===== config.mk =====
export PLATFORM = sky130hd
export DESIGN_NAME = i2c_eeprom_byte_access_master
export DESIGN_NICKNAME = d
export VERILOG_FILES = /design/src/hw/rtl/i2cee_pkg.sv /design/src/hw/rtl/i2cee_core.sv /design/src/hw/rtl/i2c_eeprom_byte_access_master.sv
export SDC_FILE = /design/constraint.sdc
export NUM_CORES = 1
export LEC_CHECK = 0
export BUFFER_PORTS_ARGS = -buffer_cell sky130_fd_sc_hd__buf_4
export CAP_MARGIN = 20
export CELL_PAD_IN_SITES_DETAIL_PLACEMENT = 0
export CELL_PAD_IN_SITES_GLOBAL_PLACEMENT = 1
export CORE_UTILIZATION = 40
export DETAILED_ROUTE_END_ITERATION = 10
export PLACE_DENSITY = 0.76
export SLEW_MARGIN = 20
export SYNTH_ARGS = -nofsm -noshare
export SYNTH_HDL_FRONTEND = slang
export SYNTH_SLANG_ARGS = --single-unit

===== constraint.sdc =====
create_clock -name clock -period 3.9 [get_ports clock]
set_input_delay 0.39 -clock clock [delete_from_list [all_inputs] [get_ports clock]]
set_output_delay 0.39 -clock clock [all_outputs]
set_load 0.05 [all_outputs]

===== src/hw/rtl/i2cee_pkg.sv =====
// Shared types and constants for the I2C EEPROM byte access master.
// Used by i2cee_core and i2c_eeprom_byte_access_master; depends on nothing.
package i2cee_pkg;

   localparam int unsigned AckLimitWidth = 8;
   localparam int unsigned SettleWidth   = 16;
   localparam int unsigned CsrDataWidth  = 16;
   localparam int unsigned CsrIndexWidth = 2;

   localparam logic [AckLimitWidth-1:0] AckWaitLimitReset     = 8'd255;
   localparam logic [SettleWidth-1:0]   WriteSettleTicksReset = 16'd5000;
   localparam logic [SettleWidth-1:0]   ReadSettleTicksReset  = 16'd100;

   localparam logic [7:0] DevSelWrite = 8'hA0;
   localparam logic [7:0] DevSelRead  = 8'hA1;

   typedef enum logic [CsrIndexWidth-1:0] {
      CSR_ACK_WAIT_LIMIT     = 2'd0,
      CSR_WRITE_SETTLE_TICKS = 2'd1,
      CSR_READ_SETTLE_TICKS  = 2'd2
   } csr_index_type;

   typedef enum logic [3:0] {
      STG_IDLE   = 4'd0,
      STG_START1 = 4'd1,
      STG_TXDEVW = 4'd2,
      STG_ACK1   = 4'd3,
      STG_TXADDR = 4'd4,
      STG_ACK2   = 4'd5,
      STG_TXDATA = 4'd6,
      STG_ACK3   = 4'd7,
      STG_START2 = 4'd8,
      STG_TXDEVR = 4'd9,
      STG_ACK4   = 4'd10,
      STG_RX     = 4'd11,
      STG_STOP   = 4'd12,
      STG_SETTLE = 4'd13
   } stage_type;

   typedef enum logic [1:0] {
      PH_0 = 2'd0,
      PH_1 = 2'd1,
      PH_2 = 2'd2,
      PH_3 = 2'd3
   } phase_type;

   typedef struct packed {
      logic       mode;
      logic       write_op;
      logic [7:0] mem_address;
      logic [7:0] write_data;
      logic       sda_in;
   } req_payload_type;

   typedef struct packed {
      logic       scl;
      logic       sda_out;
      logic       busy_res;
      logic [7:0] read_data;
      logic       done_res;
   } rsp_payload_type;

   typedef struct packed {
      logic [AckLimitWidth-1:0] ack_wait_limit;
      logic [SettleWidth-1:0]   write_settle_ticks;
      logic [SettleWidth-1:0]   read_settle_ticks;
   } cfg_type;

endpackage


===== src/hw/rtl/i2cee_core.sv =====
// Phase sequencer of the I2C EEPROM master: sequence state and its next-state logic.
// Depends on i2cee_pkg for the stage codes and the payload and configuration structs.
module i2cee_core (
   input  logic                       clock,
   input  logic                       reset,
   input  logic                       step,
   input  i2cee_pkg::req_payload_type item,
   input  i2cee_pkg::cfg_type         cfg,
   output i2cee_pkg::rsp_payload_type result
);

   i2cee_pkg::stage_type stage_ff, stage_in;
   i2cee_pkg::phase_type phase_ff, phase_in;
   logic [2:0]  bit_ff, bit_in;
   logic [7:0]  shift_ff, shift_in;
   logic [i2cee_pkg::AckLimitWidth-1:0] ack_cnt_ff, ack_cnt_in;
   logic [i2cee_pkg::SettleWidth-1:0]   settle_ff, settle_in;
   logic        op_write_ff, op_write_in;
   logic [7:0]  addr_ff, addr_in;
   logic [7:0]  data_ff, data_in;
   logic [7:0]  rd_result_ff, rd_result_in;
   logic        scl_ff, scl_in;
   logic        sda_ff, sda_in;
   logic        done;
   logic        enter;
   i2cee_pkg::stage_type enter_stage;
   logic [7:0]  rx_byte;
   logic [i2cee_pkg::SettleWidth-1:0] settle_limit;

   always_ff @(posedge clock) begin
      if (reset) begin
         stage_ff     <= i2cee_pkg::STG_IDLE;
         phase_ff     <= i2cee_pkg::PH_0;
         bit_ff       <= '0;
         shift_ff     <= '0;
         ack_cnt_ff   <= '0;
         settle_ff    <= '0;
         op_write_ff  <= 1'b0;
         addr_ff      <= '0;
         data_ff      <= '0;
         rd_result_ff <= '0;
         scl_ff       <= 1'b1;
         sda_ff       <= 1'b1;
      end else if (step) begin
         stage_ff     <= stage_in;
         phase_ff     <= phase_in;
         bit_ff       <= bit_in;
         shift_ff     <= shift_in;
         ack_cnt_ff   <= ack_cnt_in;
         settle_ff    <= settle_in;
         op_write_ff  <= op_write_in;
         addr_ff      <= addr_in;
         data_ff      <= data_in;
         rd_result_ff <= rd_result_in;
         scl_ff       <= scl_in;
         sda_ff       <= sda_in;
      end
   end

   assign rx_byte      = {shift_ff[6:0], item.sda_in};
   assign settle_limit = op_write_ff ? cfg.write_settle_ticks : cfg.read_settle_ticks;

   always_comb begin
      stage_in     = stage_ff;
      phase_in     = phase_ff;
      bit_in       = bit_ff;
      shift_in     = shift_ff;
      ack_cnt_in   = ack_cnt_ff;
      settle_in    = settle_ff;
      op_write_in  = op_write_ff;
      addr_in      = addr_ff;
      data_in      = data_ff;
      rd_result_in = rd_result_ff;
      scl_in       = scl_ff;
      sda_in       = sda_ff;
      done         = 1'b0;
      enter        = 1'b0;
      enter_stage  = i2cee_pkg::STG_IDLE;

      if (item.mode) begin
         // A command is taken only while idle; otherwise the item changes nothing.
         if (stage_ff == i2cee_pkg::STG_IDLE) begin
            op_write_in = item.write_op;
            addr_in     = item.mem_address;
            data_in     = item.write_data;
            enter       = 1'b1;
            enter_stage = i2cee_pkg::STG_START1;
         end
      end else begin
         unique case (stage_ff)
            i2cee_pkg::STG_IDLE: begin
            end
            i2cee_pkg::STG_START1, i2cee_pkg::STG_START2: begin
               unique case (phase_ff)
                  i2cee_pkg::PH_0: begin
                     sda_in   = 1'b1;
                     phase_in = i2cee_pkg::PH_1;
                  end
                  i2cee_pkg::PH_1: begin
                     scl_in   = 1'b1;
                     phase_in = i2cee_pkg::PH_2;
                  end
                  i2cee_pkg::PH_2: begin
                     sda_in   = 1'b0;
                     phase_in = i2cee_pkg::PH_3;
                  end
                  i2cee_pkg::PH_3: begin
                     scl_in      = 1'b0;
                     enter       = 1'b1;
                     enter_stage = i2cee_pkg::stage_type'(stage_ff + 4'd1);
                  end
               endcase
            end
            i2cee_pkg::STG_TXDEVW, i2cee_pkg::STG_TXADDR,
            i2cee_pkg::STG_TXDATA, i2cee_pkg::STG_TXDEVR: begin
               unique case (phase_ff)
                  i2cee_pkg::PH_0: begin
                     scl_in   = 1'b0;
                     phase_in = i2cee_pkg::PH_1;
                  end
                  i2cee_pkg::PH_1: begin
                     sda_in   = shift_ff[7];
                     shift_in = {shift_ff[6:0], 1'b0};
                     phase_in = i2cee_pkg::PH_2;
                  end
                  i2cee_pkg::PH_2: begin
                     scl_in = 1'b1;
                     if (bit_ff == 3'd7) begin
                        phase_in = i2cee_pkg::PH_3;
                     end else begin
                        bit_in   = bit_ff + 3'd1;
                        phase_in = i2cee_pkg::PH_0;
                     end
                  end
                  i2cee_pkg::PH_3: begin
                     scl_in      = 1'b0;
                     enter       = 1'b1;
                     enter_stage = i2cee_pkg::stage_type'(stage_ff + 4'd1);
                  end
               endcase
            end
            i2cee_pkg::STG_ACK1, i2cee_pkg::STG_ACK2,
            i2cee_pkg::STG_ACK3, i2cee_pkg::STG_ACK4: begin
               unique case (phase_ff)
                  i2cee_pkg::PH_0: begin
                     sda_in   = 1'b1;
                     phase_in = i2cee_pkg::PH_1;
                  end
                  i2cee_pkg::PH_1: begin
                     scl_in     = 1'b1;
                     ack_cnt_in = '0;
                     phase_in   = i2cee_pkg::PH_2;
                  end
                  i2cee_pkg::PH_2: begin
                     // Keep waiting while SDA stays high and the limit is not reached.
                     if (item.sda_in && (ack_cnt_ff < cfg.ack_wait_limit)) begin
                        ack_cnt_in = ack_cnt_ff + 1'b1;
                     end else begin
                        phase_in = i2cee_pkg::PH_3;
                     end
                  end
                  i2cee_pkg::PH_3: begin
                     scl_in = 1'b0;
                     enter  = 1'b1;
                     unique case (stage_ff)
                        i2cee_pkg::STG_ACK1: enter_stage = i2cee_pkg::STG_TXADDR;
                        i2cee_pkg::STG_ACK2: enter_stage = op_write_ff ?
                           i2cee_pkg::STG_TXDATA : i2cee_pkg::STG_START2;
                        i2cee_pkg::STG_ACK3: enter_stage = i2cee_pkg::STG_STOP;
                        default:             enter_stage = i2cee_pkg::STG_RX;
                     endcase
                  end
               endcase
            end
            i2cee_pkg::STG_RX: begin
               unique case (phase_ff)
                  i2cee_pkg::PH_0: begin
                     scl_in   = 1'b0;
                     phase_in = i2cee_pkg::PH_1;
                  end
                  i2cee_pkg::PH_1: begin
                     sda_in   = 1'b1;
                     bit_in   = '0;
                     shift_in = '0;
                     phase_in = i2cee_pkg::PH_2;
                  end
                  i2cee_pkg::PH_2: begin
                     scl_in   = 1'b1;
                     phase_in = i2cee_pkg::PH_3;
                  end
                  i2cee_pkg::PH_3: begin
                     shift_in = rx_byte;
                     scl_in   = 1'b0;
                     if (bit_ff == 3'd7) begin
                        rd_result_in = rx_byte;
                        enter        = 1'b1;
                        enter_stage  = i2cee_pkg::STG_STOP;
                     end else begin
                        bit_in   = bit_ff + 3'd1;
                        phase_in = i2cee_pkg::PH_2;
                     end
                  end
               endcase
            end
            i2cee_pkg::STG_STOP: begin
               unique case (phase_ff)
                  i2cee_pkg::PH_0: begin
                     sda_in   = 1'b0;
                     phase_in = i2cee_pkg::PH_1;
                  end
                  i2cee_pkg::PH_1: begin
                     scl_in   = 1'b1;
                     phase_in = i2cee_pkg::PH_2;
                  end
                  i2cee_pkg::PH_2: begin
                     sda_in      = 1'b1;
                     settle_in   = '0;
                     enter       = 1'b1;
                     enter_stage = i2cee_pkg::STG_SETTLE;
                  end
                  i2cee_pkg::PH_3: begin
                     stage_in = i2cee_pkg::STG_IDLE;
                     phase_in = i2cee_pkg::PH_0;
                  end
               endcase
            end
            i2cee_pkg::STG_SETTLE: begin
               if (settle_ff >= settle_limit) begin
                  stage_in = i2cee_pkg::STG_IDLE;
                  phase_in = i2cee_pkg::PH_0;
                  done     = 1'b1;
               end else begin
                  settle_in = settle_ff + 1'b1;
               end
            end
            default: begin
               stage_in = i2cee_pkg::STG_IDLE;
               phase_in = i2cee_pkg::PH_0;
            end
         endcase
      end

      // Entering a stage restarts the bit count and, for a transmit stage, loads the byte to send.
      if (enter) begin
         stage_in = enter_stage;
         phase_in = i2cee_pkg::PH_0;
         bit_in   = '0;
         unique case (enter_stage)
            i2cee_pkg::STG_TXDEVW: shift_in = i2cee_pkg::DevSelWrite;
            i2cee_pkg::STG_TXADDR: shift_in = addr_ff;
            i2cee_pkg::STG_TXDATA: shift_in = data_ff;
            i2cee_pkg::STG_TXDEVR: shift_in = i2cee_pkg::DevSelRead;
            default: begin
            end
         endcase
      end
   end

   assign result.scl       = scl_in;
   assign result.sda_out   = sda_in;
   assign result.busy_res  = (stage_in != i2cee_pkg::STG_IDLE);
   assign result.read_data = rd_result_in;
   assign result.done_res  = done;

endmodule


===== src/hw/rtl/i2c_eeprom_byte_access_master.sv =====
// Path: an accepted item goes into the input register, then through the sequencer into
// the result register once the result slot frees. Throughput: one item per cycle while
// rsp_ready does not stall the result; while a result waits, the input register can still take one new item.
// Reset (synchronous, active high) clears both pipeline stages, puts the sequencer in
// idle with SCL and SDA released, and loads the register defaults 255, 5000 and 100.
// Depends on i2cee_pkg and i2cee_core.
module i2c_eeprom_byte_access_master #(
   parameter logic [i2cee_pkg::AckLimitWidth-1:0] AckWaitLimitReset =
      i2cee_pkg::AckWaitLimitReset,
   parameter logic [i2cee_pkg::SettleWidth-1:0] WriteSettleTicksReset =
      i2cee_pkg::WriteSettleTicksReset,
   parameter logic [i2cee_pkg::SettleWidth-1:0] ReadSettleTicksReset =
      i2cee_pkg::ReadSettleTicksReset
) (
   input  logic                                 clock,
   input  logic                                 reset,
   input  logic                                 req_valid,
   output logic                                 req_ready,
   input  i2cee_pkg::req_payload_type           req_payload,
   output logic                                 rsp_valid,
   input  logic                                 rsp_ready,
   output i2cee_pkg::rsp_payload_type           rsp_payload,
   input  logic                                 csr_write_en,
   input  logic [i2cee_pkg::CsrIndexWidth-1:0]  csr_index,
   input  logic [i2cee_pkg::CsrDataWidth-1:0]   csr_data
);

   i2cee_pkg::cfg_type         cfg_ff;
   logic                       in_valid_ff;
   i2cee_pkg::req_payload_type in_item_ff;
   logic                       out_valid_ff;
   i2cee_pkg::rsp_payload_type out_item_ff;
   i2cee_pkg::rsp_payload_type core_result;
   logic                       advance;

   always_ff @(posedge clock) begin
      if (reset) begin
         cfg_ff.ack_wait_limit     <= AckWaitLimitReset;
         cfg_ff.write_settle_ticks <= WriteSettleTicksReset;
         cfg_ff.read_settle_ticks  <= ReadSettleTicksReset;
      end else if (csr_write_en) begin
         unique case (csr_index)
            i2cee_pkg::CSR_ACK_WAIT_LIMIT:
               cfg_ff.ack_wait_limit <= csr_data[i2cee_pkg::AckLimitWidth-1:0];
            i2cee_pkg::CSR_WRITE_SETTLE_TICKS:
               cfg_ff.write_settle_ticks <= csr_data[i2cee_pkg::SettleWidth-1:0];
            i2cee_pkg::CSR_READ_SETTLE_TICKS:
               cfg_ff.read_settle_ticks <= csr_data[i2cee_pkg::SettleWidth-1:0];
            default: begin
            end
         endcase
      end
   end

   // The sequencer steps when the input stage holds an item and the result slot frees.
   assign advance   = in_valid_ff && (!out_valid_ff || rsp_ready);
   assign req_ready = !in_valid_ff || advance;

   always_ff @(posedge clock) begin
      if (reset) begin
         in_valid_ff  <= 1'b0;
         out_valid_ff <= 1'b0;
      end else begin
         if (req_ready) begin
            in_valid_ff <= req_valid;
         end
         if (advance) begin
            out_valid_ff <= 1'b1;
         end else if (rsp_ready) begin
            out_valid_ff <= 1'b0;
         end
      end
   end

   always_ff @(posedge clock) begin
      if (req_ready && req_valid) begin
         in_item_ff <= req_payload;
      end
      if (advance) begin
         out_item_ff <= core_result;
      end
   end

   i2cee_core u_core (
      .clock  (clock),
      .reset  (reset),
      .step   (advance),
      .item   (in_item_ff),
      .cfg    (cfg_ff),
      .result (core_result)
   );

   assign rsp_valid   = out_valid_ff;
   assign rsp_payload = out_item_ff;

endmodule

# ---- Word level (Yosys, flattened, before mapping)
# Index checks and enable logic that the tools add are counted.
dict set report totals {
  reg_bits 141
  latch_bits 0
  ramBits 0
  rom_bits 0
  input_bits 42
  output_inout_bits 14
  elab_cells 176
  memories 0
}
dict set report classes {
  addsub 4
  mul 0
  n_div 0
  order_cmp 2
  n_eq_ne 37
  n_shift 0
  mux 71
  bitwise 2
  n_reduce_logical 33
}
# operator count
set op_table {}
lappend op_table {{two-way mux 8 bit} 8}
lappend op_table {{two-way mux 16 bit} 3}
lappend op_table {{one-hot mux 8 bit (2 select lines)} 3}
lappend op_table {{two-way mux 4 bit} 11}
lappend op_table {{one-hot mux 16 bit (2 select lines)} 1}
lappend op_table {{one-hot mux 8 bit (4 select lines)} 1}
lappend op_table {{== test 4 bit, second input constant} 7}
lappend op_table {{== test 4 x 3 -> 1 bit, second input constant} 6}
lappend op_table {{one-hot mux 2 bit (3 select lines)} 4}
lappend op_table {{one-hot mux 4 bit (3 select lines)} 2}
lappend op_table {{adder 16 x 1 -> 16 bit, second input constant} 1}
lappend op_table {{>= comparator 16 bit} 1}
lappend op_table {{two-way mux 1 bit} 16}
lappend op_table {{one-hot mux 4 bit (4 select lines)} 1}
lappend op_table {{!= test 5 x 1 -> 1 bit, second input constant} 3}
lappend op_table {{AND reduction 5 bit} 3}
lappend op_table {{one-hot mux 2 bit (7 select lines)} 1}
lappend op_table {{== test 4 x 2 -> 1 bit, second input constant} 3}
lappend op_table {{two-way mux 2 bit} 6}
lappend op_table {{two-way mux 3 bit} 4}
lappend op_table {{one-hot mux 3 bit (2 select lines)} 2}
lappend op_table {{OR reduction 12 bit} 1}
lappend op_table {{OR reduction 6 bit} 2}
lappend op_table {{AND reduction 10 bit} 1}
lappend op_table {{33 further kinds} 58}

# ---- Logic depth before layout (Yosys ltp)
dict set report depth {
  ltp_word 8
  depth_mapped 12
  depth_no_buf 9
}

# ---- By module
# From an unflattened synthesis, not the netlist that was laid out.
dict set report hier_totals {
  cells_unflattened 826
  area_unflattened_um2 7883.8
}
# module instances cells_per_inst area_per_inst_um2 seq_area_each_um2
set modules_own_cells {}
lappend modules_own_cells {i2cee_core 1 621 5210.0 1361.3}
lappend modules_own_cells {i2c_eeprom_byte_access_master 1 205 2673.8 1771.7}

# ---- Least setup slack after synthesis
# Ideal clock, no wire load.
dict set report synth_path {
  path_kind {flip-flop to flip-flop}
  from {register u_core.op_write_ff}
  to {register out_item_ff (netlist bit rsp_payload[9]) (data pin)}
  arrival_ns 2.912
  required_time_ns 3.629
  setup_slack_ns 0.716
  stages_incl_launch_ff 11
  path_buffers 2
  synth_period_minus_slack_ns 3.184
  cell_sequence {dfxtp_1 > buf_2 > buf_1 > mux2i_1 > ha_1 > nand4_1 > or4_1 > a31oi_1 > o2111ai_1 > a221oi_1 > o211ai_1}
}
# item line_no
set synth_lines {}
lappend synth_lines {{start: declaration} i2cee_core.sv:18} ;# logic op_write_ff, op_write_in;
lappend synth_lines {{start signal: assignment} i2cee_core.sv:51} ;# op_write_ff <= op_write_in;
lappend synth_lines {{end signal: assignment} i2c_eeprom_byte_access_master.sv:80} ;# out_item_ff <= core_result;
lappend synth_lines {{end: declaration} i2c_eeprom_byte_access_master.sv:32} ;# i2cee_pkg::rsp_payload_type out_item_ff;

# ---- Worst setup path in the final report
dict set report layout_path {
  from {register u_core.op_write_ff}
  to {register u_core.settle_ff[6] (netlist name)}
}
dict set report layout_via {
  elab_chain_cells 4
}
# item line_no
set layout_rtl {}
lappend layout_rtl {{two-way mux 16 bit} i2cee_core.sv:61} ;# assign settle_limit = op_write_ff ? cfg.write_settle_ticks : cfg.read_settle_ticks;
lappend layout_rtl {{>= comparator 16 bit} i2cee_core.sv:228} ;# if (settle_ff >= settle_limit) begin
lappend layout_rtl {{!= test 2 bit (no line)} n/a}
lappend layout_rtl {{AND reduction 5 bit (no line)} n/a}
lappend layout_rtl {{end signal: assignment} i2cee_core.sv:50} ;# settle_ff <= settle_in;
lappend layout_rtl {{end: declaration} i2cee_core.sv:17} ;# logic [i2cee_pkg::SettleWidth-1:0] settle_ff, settle_in;
# No other way between the ends.
# A chain may end at the register's enable or synchronous reset.

==> results.md <==
- Final hold vios: 0
- VDD IR-drop max: 0.2880 mV
- Post-Syn Area: 7478 um2
- Postcts setup bufs: 0
- Initial DRC Count: 499
- Worst hold path type: in2reg
- CTS Hold Bufs: 0
- Most frequent cells after synthesis: nand2_1, dfxtp_1, a21oi_1, nor2_1, o21ai_0
- EDFF count, synth: 31
- CTS Buf Count: 17
- FP Rows: 49
- Cell taking the most area after synthesis: dfxtp_1
- Layout cells sized above 1: 15.14%
- GR Util All Layers: 20.12%
- Ys Warns: 0
- Post-synth net total: 934
- Wire length on met3: 989 um
- Worst-Skew Late Latency: 0.44 ns
- Die Ht: 138.7 um
- Antenna-violating nets left: 0
- DR top layer: met4
- Data arrival time of the worst path: 3.65 ns
- Met1 WL: 9108 um
- Inserted Diodes: 0
- Wire length on met2: 8116 um
- CP Capture Type: flip-flop
- Slew margin rel.: 42.67%
- Post-layout minimum cycle time: 3.281 ns
- Clock Sink Count: 141
- Chip width: 138.7 um
- Endpoints failing setup: 0
- Vias per cell: 5.557
- Yosys top cell area share: 29.45%
- Post-layout utilization of the core: 47.81%
- Largest net degree at the start of global routing: 76
- Status: finished clean
- Post-synthesis cell type count: 79
- Routed length per instance: 16.28 um
- DR pass1 iterations: 5
- Cells after synthesis: 857
- Final worst path period share: 84.14%
- Drt drc: 0
- WP data required: 4.27 ns
- Clock root buffer master: clkbuf_16
- Starting Density: 41.21%
- H-tree levels: 4
- Resize count post-CTS: 0
- Top cells by area, synth: dfxtp_1, edfxtp_1, nand2_1
- Via count: 6302
- Clk buf depth: 2
- First-pass GRT wire length: 30890 um
- DP Wirelength: 12670 um
- Core area: 18150 um2
- Max-slew violations: 0
- Most common cell in the netlist: nand2_1
- Max-cap violation count: 0
- Post-synthesis register bit count: 141
- Worst slew pin tran: 0.8588 ns
- Maximum fanout along the worst path: 14
- RePlAce Congestion: 0.8513
- CP Launch Type: flip-flop
- Initial antenna violation count: 0
- Ports: 56
- Fin Setup TNS: 0 ns
- Synthesis-to-finish area growth: 16.01%
- Die ar.: 19250 um2
- Sequential share of the synthesized area: 41.89%
- Buffers added on ports: 55
- Nets: 969
- Lkg Pwr: 3.178 nW
- Worst Setup Path Type: reg2reg
- Total wire length: 18470 um
- CTS tree: yes
- Total grt overflow: 0
- Setup Skew: 0.01230 ns
- PwrDens: 409.1 nW/um2
- Fmax: 304.8 MHz
- Syn avg cell area: 8.726 um2
- Via count of the first global-routing pass: 5978
- Fraction of registers with async set or reset after synthesis: 0%
- Unrepaired setup endpoints after global routing: no
- Ys flop type: dfxtp_1
- Worst-path clk slew: 0.08 ns
cells in the final DEF (no fill, tap or decap), types with 5 or more instances in the layout:
cell	n
o211ai_1	8
nand3_1	19
o31a_1	6
a21oi_1	75
inv_1	28
clkinv_8	8
ha_1	35
nand3b_1	17
mux2i_1	24
buf_4	66
xnor2_1	9
a21o_1	6
or3_1	13
clkbuf_16	17
nand2b_1	8
a211o_1	11
o21ai_0	39
nor3_1	32
a22o_1	7
nand2_1	131
dfxtp_1	110
edfxtp_1	31
nand4_1	8
mux2_2	13
nor2_1	75
and2_1	5
nor4_1	5
state kept, by name (all words and copies together) (netlist names):
signal / count
cfg_ff: 40
in_item_ff: 19
in_valid_ff: 1
rsp_payload: 12
rsp_valid: 1
u_core.ack_cnt_ff: 8
u_core.addr_ff: 8
u_core.bit_ff: 3
u_core.data_ff: 8
u_core.op_write_ff: 1
u_core.phase_ff: 2
u_core.rd_result_ff: 8
u_core.scl_ff: 1
u_core.sda_ff: 1
u_core.settle_ff: 16
u_core.shift_ff: 8
u_core.stage_ff: 4
area by class of cell:
| cell class | count | area, um2 |
|---|---|---|
| Clock buffer | 17 | 425.4 |
| Clock inverter | 15 | 209.0 |
| Fill cell | 1759 | 9472 |
| Inverter | 29 | 108.9 |
| Multi-Input combinational cell | 636 | 3998 |
| Sequential cell | 141 | 3133 |
| Tap cell | 229 | 286.5 |
| Timing Repair Buffer | 67 | 515.5 |
path summary, 6_finish.rpt:
| kind | endpoint | from | slack, ns | cells after the start |
|---|---|---|---|---|
| min | in_item_ff[4] | req_payload[4] | 0.12 | 1 |
| max reg2reg | u_core.settle_ff[6] | u_core.op_write_ff | 0.62 | 11 |
| max | u_core.settle_ff[6] | u_core.op_write_ff | 0.62 | 11 |
| min reg2reg | u_core.addr_ff[5] | u_core.addr_ff[5] | 0.45 | 2 |
report_power, final:
| group | switching (mW) | total (mW) | internal, mW |
|---|---|---|---|
| sequential | 0.0297 | 1.58 | 1.55 |
| clock | 0.799 | 1.68 | 0.884 |
| combinational | 0.176 | 0.290 | 0.114 |
through the flow:
step | hold WS (ns) | total power, mW | cells | setup slack, ns | cell area [um2]
2_1_floorplan | 0.4329 | 1.796 | 857 | 0.7162 | 7478
3_3_place_gp | 0.4422 | 1.898 | 1102 | 0.7343 | 8041
3_5_place_dp | 0.4468 | 1.899 | 1102 | 0.6123 | 8041
4_1_cts | 0.1025 | 3.589 | 1134 | 0.5997 | 8676
5_1_grt | 0.09084 | 3.702 | 1134 | 0.2680 | 8676
6_report | 0.1188 | 3.549 | 1134 | 0.6186 | 8676
critical path, stage by stage, from the launching register on:
cell and delay, ns:
dfxtp_1 0.53, buf_12 0.21, mux2i_1 0.20, ha_1 0.27
a21o_1 0.18, a21oi_1 0.17, nor4bb_1 0.35, a311oi_1 0.15
buf_4 0.19, nand4b_1 0.38, or3_1 0.42, a21oi_1 0.14
layer usage:
| layer | track usage [%] | vias to the layer above |
|---|---|---|
| met3 | 5.594 | 23 |
| met4 | 5.906 | 0 |
| met1 | 27.73 | 2957 |
| met2 | 30.64 | 163 |
| met5 | 0 | - |
| li1 | - | 3159 |
logic make-up after synthesis:
kind of cell | synth area share, %
and+or+nand+nor | 22.70
adders and majority gates | 5.856
muxes | 5.170
AOI/OAI and AO/OA | 18.67
xor gates and xnor gates | 1.054
DFF | 41.89
buffers and inverters | 4.651
Note: power is estimated with default switching activity, not from simulation.
